$ cat src/rtl/core/cas_pkg.sv
// Package for the compacting array store: operation, status and sequencer state types.
// It depends on nothing and is used by rtl/core/compacting_array_store.sv.
package cas_pkg;

  // Operation codes carried on in_func.
  typedef enum logic [1:0] {
    FUNC_APPEND = 2'd0,
    FUNC_SET    = 2'd1,
    FUNC_GET    = 2'd2,
    FUNC_DELETE = 2'd3
  } func_t;

  // Status codes reported on out_status.
  typedef enum logic [1:0] {
    STAT_DONE  = 2'd0,
    STAT_RANGE = 2'd1,
    STAT_FULL  = 2'd2
  } status_t;

  // Sequencer states.
  typedef enum logic [1:0] {
    ST_IDLE  = 2'd0,
    ST_SHIFT = 2'd1,
    ST_RESP  = 2'd2
  } state_t;

endpackage

$ cat src/rtl/core/compacting_array_store.sv
// Compacting array store: a dense array of signed words in one synchronous memory
// with a fill count. Depends on rtl/core/cas_pkg.sv.
//
// Usage. A request is accepted on a rising edge where start is high and busy is
// low; it carries an operation (in_func), an entry position (in_index) and a word
// (in_value). Append writes the word at the end of the array, set overwrites an
// entry below the fill count, get reads one and delete removes one, moving every
// later entry down by one place. Each request gives exactly one result word on
// out_read_value, out_fill_count and out_status, shown for exactly one cycle while
// out_valid is high; the receiver cannot stall, so it must take the word then.
// Append, set and get go from acceptance to the result state, and a new request
// is accepted only once the result cycle has ended. A successful delete that
// leaves entries above the removed one passes through the shift state first,
// as the single memory port pair moves one word per cycle (read one place up,
// write it back one place down). busy is high from the cycle after acceptance
// until the result cycle has ended. At reset the fill count clears to zero and
// the sequencer returns to idle; the memory contents are not cleared, as no
// entry at or above the fill count is ever used.
module compacting_array_store #(
  parameter int DEPTH = 16
) (
  input  logic                              clk,
  input  logic                              rst_n,
  input  logic                              start,
  output logic                              busy,
  input  logic [1:0]                        in_func,
  input  logic [$clog2(DEPTH)-1:0]          in_index,
  input  logic signed [31:0]                in_value,
  output logic                              out_valid,
  output logic signed [31:0]                out_read_value,
  output logic [$clog2(DEPTH+1)-1:0]        out_fill_count,
  output logic [1:0]                        out_status
);

  localparam int IDX_W = $clog2(DEPTH);
  localparam int CNT_W = $clog2(DEPTH + 1);

  // Sequencer and bookkeeping registers.
  cas_pkg::state_t  state_r, state_nxt;
  cas_pkg::status_t status_r, status_nxt;
  logic [CNT_W-1:0] count_r, count_nxt;
  logic [IDX_W-1:0] ptr_r, ptr_nxt;   // address whose word sits in rd_q while shifting
  logic             hit_r, hit_nxt;   // the pending result is a successful get

  // Memory and its port controls.
  logic [31:0]      mem [DEPTH];
  logic [31:0]      rd_q;
  logic             wr_en;
  logic [IDX_W-1:0] wr_addr;
  logic [31:0]      wr_data;
  logic [IDX_W-1:0] rd_addr;

  logic             accept;
  logic             full;
  logic             in_range;
  logic             more_shift;
  logic [CNT_W-1:0] idx_ext;
  logic [CNT_W-1:0] ptr_ext;

  assign accept     = start && !busy;
  assign full       = (count_r == CNT_W'(DEPTH));
  assign idx_ext    = CNT_W'(in_index);
  assign ptr_ext    = CNT_W'(ptr_r);
  assign in_range   = (idx_ext < count_r);
  // While shifting, another word has to move if the next place up is still in use.
  assign more_shift = ((ptr_ext + CNT_W'(1)) < count_r);

  // The memory: one write port, one read port with registered data.
  always_ff @(posedge clk) begin
    if (wr_en) begin
      mem[wr_addr] <= wr_data;
    end
    rd_q <= mem[rd_addr];
  end

  // Next state.
  always_comb begin
    state_nxt = state_r;
    unique case (state_r)
      cas_pkg::ST_IDLE: begin
        if (accept) begin
          // A delete that leaves entries above the removed one goes through the shift loop.
          if ((cas_pkg::func_t'(in_func) == cas_pkg::FUNC_DELETE) && in_range &&
              ((idx_ext + CNT_W'(1)) < count_r)) begin
            state_nxt = cas_pkg::ST_SHIFT;
          end else begin
            state_nxt = cas_pkg::ST_RESP;
          end
        end
      end
      cas_pkg::ST_SHIFT: begin
        if (!more_shift) begin
          state_nxt = cas_pkg::ST_RESP;
        end
      end
      cas_pkg::ST_RESP: begin
        state_nxt = cas_pkg::ST_IDLE;
      end
      default: begin
        state_nxt = cas_pkg::ST_IDLE;
      end
    endcase
  end

  // Outputs and memory controls.
  always_comb begin
    busy      = (state_r != cas_pkg::ST_IDLE);
    out_valid = (state_r == cas_pkg::ST_RESP);
    wr_en     = 1'b0;
    wr_addr   = ptr_r;
    wr_data   = rd_q;
    rd_addr   = ptr_r;
    unique case (state_r)
      cas_pkg::ST_IDLE: begin
        if (cas_pkg::func_t'(in_func) == cas_pkg::FUNC_GET) begin
          rd_addr = in_index;
        end else begin
          rd_addr = IDX_W'(in_index + 1'b1);
        end
        if (accept) begin
          unique case (cas_pkg::func_t'(in_func))
            cas_pkg::FUNC_APPEND: begin
              wr_en   = !full;
              wr_addr = count_r[IDX_W-1:0];
              wr_data = in_value;
            end
            cas_pkg::FUNC_SET: begin
              wr_en   = in_range;
              wr_addr = in_index;
              wr_data = in_value;
            end
            cas_pkg::FUNC_GET,
            cas_pkg::FUNC_DELETE: begin
              wr_en = 1'b0;
            end
            default: begin
              wr_en = 1'b0;
            end
          endcase
        end
      end
      cas_pkg::ST_SHIFT: begin
        // Move the word one place down and fetch the next one up.
        wr_en   = 1'b1;
        wr_addr = IDX_W'(ptr_r - 1'b1);
        wr_data = rd_q;
        rd_addr = IDX_W'(ptr_r + 1'b1);
      end
      cas_pkg::ST_RESP: begin
        wr_en = 1'b0;
      end
      default: begin
        wr_en = 1'b0;
      end
    endcase
  end

  // Bookkeeping: fill count, shift pointer and the pending result's status.
  always_comb begin
    count_nxt  = count_r;
    ptr_nxt    = ptr_r;
    status_nxt = status_r;
    hit_nxt    = hit_r;
    if (accept) begin
      status_nxt = cas_pkg::STAT_DONE;
      hit_nxt    = 1'b0;
      ptr_nxt    = IDX_W'(in_index + 1'b1);
      case (cas_pkg::func_t'(in_func))
        cas_pkg::FUNC_APPEND: begin
          if (full) begin
            status_nxt = cas_pkg::STAT_FULL;
          end else begin
            count_nxt = count_r + CNT_W'(1);
          end
        end
        cas_pkg::FUNC_SET: begin
          if (!in_range) begin
            status_nxt = cas_pkg::STAT_RANGE;
          end
        end
        cas_pkg::FUNC_GET: begin
          if (!in_range) begin
            status_nxt = cas_pkg::STAT_RANGE;
          end else begin
            hit_nxt = 1'b1;
          end
        end
        cas_pkg::FUNC_DELETE: begin
          if (!in_range) begin
            status_nxt = cas_pkg::STAT_RANGE;
          end else if ((idx_ext + CNT_W'(1)) >= count_r) begin
            // Removing the top entry needs no move.
            count_nxt = count_r - CNT_W'(1);
          end
        end
        default: begin
          status_nxt = cas_pkg::STAT_DONE;
        end
      endcase
    end else if (state_r == cas_pkg::ST_SHIFT) begin
      ptr_nxt = IDX_W'(ptr_r + 1'b1);
      if (!more_shift) begin
        count_nxt = count_r - CNT_W'(1);
      end
    end
  end

  always_ff @(posedge clk) begin
    if (!rst_n) begin
      state_r <= cas_pkg::ST_IDLE;
      count_r <= '0;
    end else begin
      state_r <= state_nxt;
      count_r <= count_nxt;
    end
  end

  always_ff @(posedge clk) begin
    ptr_r    <= ptr_nxt;
    status_r <= status_nxt;
    hit_r    <= hit_nxt;
  end

  // The read data register holds the fetched entry during the result cycle of a get.
  assign out_read_value = hit_r ? rd_q : '0;
  assign out_fill_count = count_r;
  assign out_status     = status_r;

  // The fill count never passes the capacity.
  a_count_bound: assert property (@(posedge clk) disable iff (!rst_n)
    count_r <= CNT_W'(DEPTH))
    else $error("fill count above capacity");

  // An accepted request holds the block busy in the next cycle.
  a_accept_busy: assert property (@(posedge clk) disable iff (!rst_n)
    accept |=> busy)
    else $error("request accepted but block not busy");

  // A full status is only reported when the store really is full.
  a_full_status: assert property (@(posedge clk) disable iff (!rst_n)
    (out_valid && (status_r == cas_pkg::STAT_FULL)) |-> full)
    else $error("full status with room left");

  // Each result word lasts a single cycle and is followed by idle.
  a_single_result: assert property (@(posedge clk) disable iff (!rst_n)
    out_valid |=> (!out_valid && !busy))
    else $error("result strobe repeated");

  // A result with a read word comes only from a successful get.
  a_hit_done: assert property (@(posedge clk) disable iff (!rst_n)
    (out_valid && hit_r) |-> (status_r == cas_pkg::STAT_DONE))
    else $error("read word with a failing status");

endmodule
$ cat config.mk
export PLATFORM = sky130hd
export DESIGN_NAME = compacting_array_store
export DESIGN_NICKNAME = d
export VERILOG_FILES = /design/src/rtl/core/cas_pkg.sv /design/src/rtl/core/compacting_array_store.sv
export SDC_FILE = /design/constraint.sdc
export NUM_CORES = 1
export LEC_CHECK = 0
export CELL_PAD_IN_SITES_DETAIL_PLACEMENT = 0
export CELL_PAD_IN_SITES_GLOBAL_PLACEMENT = 1
export CORE_UTILIZATION = 40
export CTS_CLUSTER_DIAMETER = 200
export DETAILED_ROUTE_END_ITERATION = 12
export DONT_BUFFER_PORTS = 1
export HOLD_SLACK_MARGIN = 0.15
export PLACE_DENSITY = 0.6
export SYNTH_ARGS = -nofsm -noshare
export SYNTH_HDL_FRONTEND = slang
export SYNTH_SLANG_ARGS = --single-unit
$ cat constraint.sdc
create_clock -name clk -period 9.85 [get_ports clk]
set_input_delay 2.955 -clock clk [delete_from_list [all_inputs] [get_ports clk]]
set_output_delay 2.955 -clock clk [all_outputs]
set_load 0.03 [all_outputs]
==> flow_metrics.tcl <==
set metrics [dict create \
    synth_top_cell_by_area "edfxtp_1" \
    routed_via_density 5.75 \
    crit_path_start_kind "input pin" \
    grt_max_degree 156 \
    seq_area_frac_synth_pct 68.7 \
    cp_max_fo 32 \
    critPathBufInv 0 \
    avgSynthCellArea_um2 14.9 \
    critical-path-top-delay-family "simple AND/OR/NAND/NOR gates" \
    wl_um 62600 \
    initialDrtViolationCount 950 \
    required_ns 10.07 \
    rows 89 \
    period_minus_slack_ns 5.69 \
    vias 13700 \
    grt_pass1_wl_um 93200 \
    setup_violations 0 \
    status "completed" \
    drc 0 \
    tns_ns 0 \
    power.density_nw_per_um2 227 \
    die_y_um 246 \
    filler_cell_count 5158 \
    p_leak_nw 9.07 \
    clock_path_buffers 3 \
    antenna_found_initial 0 \
    dp_hpwl_um 34700 \
    clk_latency_ns 0.63 \
    hold_viol 0 \
    numCtsBuffers 59 \
    ys_top_cells_by_count "edfxtp_1, nand2_1, mux2i_1, clkbuf_1, a211oi_1" \
    ctsHtreeMaxLevel 2 \
    cts_tree "built" \
    synth_edf_count 519 \
    gp_congestion 0.770 \
    synth_area_um2 23800 \
    grt_pass1_vias 14100 \
    area_delta_synth_final_pct 11.7 \
    grt_overflow 0 \
    startpoint "in_index[1]" \
    cts_resized 0 \
    hp-start "mem[3][26]" \
    seqCellArea_um2 16400 \
    timing.critical_path.cells "ha_1 -> nor2b_1 -> o211ai_1 -> a211oi_1 -> o31ai_1 -> nand3_1 -> nor2_4" \
    min_period_over_period_pct 57.8 \
    worst_clock_skew_ns 0.0241 \
    hold_path.class "register to register" \
    drt_pass1_iterations 5 \
    slew_headroom_pct 10.3 \
    yosys_warnings 0 \
    ys_top_cells_by_area "edfxtp_1, mux2i_1, dfxtp_1" \
    ff2ff_setup_slack_ns 4.30 \
    rsz0062_at_grt "no" \
    layout.nets 1631 \
    wl_met2_um 30200 \
    critPathKind "input pin to register" \
    fp.dieArea_um2 60500 \
    clock_sinks 558 \
    clock.fmax_ghz 0.176 \
    multi_input_area_um2 7030 \
    drive_gt1_share_pct 15.0 \
    synth_seq_cells 558 \
    die_w_um 246 \
    ys_types 61 \
    cp_slowest_cell "nor2_4" \
    worst_pin_slew_ns 1.34 \
    irDropWorstVdd_mv 0.169 \
    yosys.cell_count.top_type "edfxtp_1" \
    clk_pin_slew_ns 0.06 \
    final_antenna_net_count 0 \
    track_usage_pct 20.9 \
    cts_setup_buffers 0 \
    max_cap_violations 0 \
    synth_cells 1597 \
    core-area_um2 58900 \
    synth_top_cell_area_share_pct 65.4 \
    crit-reg2reg-launch "ptr_r[0]" \
    drv_slew 0 \
    wl_met3_um 2260 \
    portBuffers 0 \
    synthArstFlopShare_pct 0 \
    ioPinCount 82 \
    slowest_delay_ns 1.12 \
    wl_per_cell_um 26.2 \
    cts_hold_buf 0 \
    cp.arrival_ns 5.91 \
    antenna_cells 0 \
    met1_length_um 28600 \
    initial_utilization_pct 40.4 \
    route.top_layer_used "met4" \
    cp-end-kind "register" \
    fin_util_pct 45.2 \
    synth_top_flop_cell "edfxtp_1" \
    root_buffer "clkbuf_16" \
    synthesis.nets 1657 \
]
==> layer usage <==
layer | track usage, % | vias up
met4 | 6.47 | 0
met5 | 0 | -
met2 | 34.6 | 252
li1 | - | 6279
met1 | 28.3 | 7112
met3 | 3.06 | 95
==> sequential cells by signal, indices dropped and copies added, names as in the netlist <==
signal          count
mem               512
ptr_r               4
rd_q               32
state_r             2
out_fill_count      5
out_status          2
hit_r               1
==> worst paths after layout <==
| kind | end | cells after the start |
|---|---|---|
| setup / recovery | mem[1][27] | 7 |
| hold / removal | rd_q[26] | 3 |
| setup reg to reg | rd_q[12] | 9 |
| hold reg to reg | rd_q[26] | 3 |
==> worst reg2reg max path, cell delays in order, from the launching register on <==
cell,delay [ns]
edfxtp_1,1.04
buf_4,0.88
inv_1,0.21
ha_1,0.41
inv_1,0.07
a21o_1,0.18
o21ai_1,0.76
nand3_2,1.10
o22ai_1,0.65
or4_1,0.20
==> cells in the final DEF (no fill, tap or decap), types with 15 or more instances in the layout <==
master     instances
inv_1             15
nor2_4            18
ha_1              19
edfxtp_1         519
a211oi_2          28
a311oi_1          30
a21oi_1           18
nor2_1            18
a32o_1            63
a211oi_1          68
dfxtp_1           38
o22ai_1           63
mux2_2            66
buf_4             22
mux2i_1          157
and2_1            32
clkbuf_16         59
nand2_1          186
or4_1             30
==> per-stage QoR <==
step	hold WS, ns	instances	instance area [µm²]	worst slack [ns]	power [mW]
3_5_place_dp	0.612	2283	24600	3.53	3.84
3_3_place_gp	0.615	2283	24600	3.44	3.84
5_1_grt	0.671	2390	26600	3.95	6.26
2_1_floorplan	0.570	1597	23800	3.73	3.53
4_1_cts	0.625	2390	26600	4.18	6.11
6_report	0.619	2390	26600	4.16	6.05
==> power by group <==
group	switching [mW]	internal, mW
Sequential	0.0660	2.84
Combinational	0.636	0.242
Clock	0.925	1.34
Total	1.63	4.42
==> kinds of logic after synthesis <==
group                      after synthesis  share of synthesized area, %
adders and majority gates               19                         0.998
xor gates and xnor gates                 7                         0.289
muxes                                  223                          9.72
DFF                                    558                          68.7
buffers and inverters                  127                          2.51
and+or+nand+nor                        347                          6.89
AOI/OAI and AO/OA                      316                          10.9
==> area by class of cell <==
type / count / share of cell area [%]
inverter: 16 / 0.226
clock inverter: 28 / 1.36
multi-input combinational: 912 / 26.4
timing repair buffer: 24 / 0.771
clock buffer: 79 / 6.09
tap: 773 / 3.63
sequential: 558 / 61.5
Power figures use the tool's default switching activity.
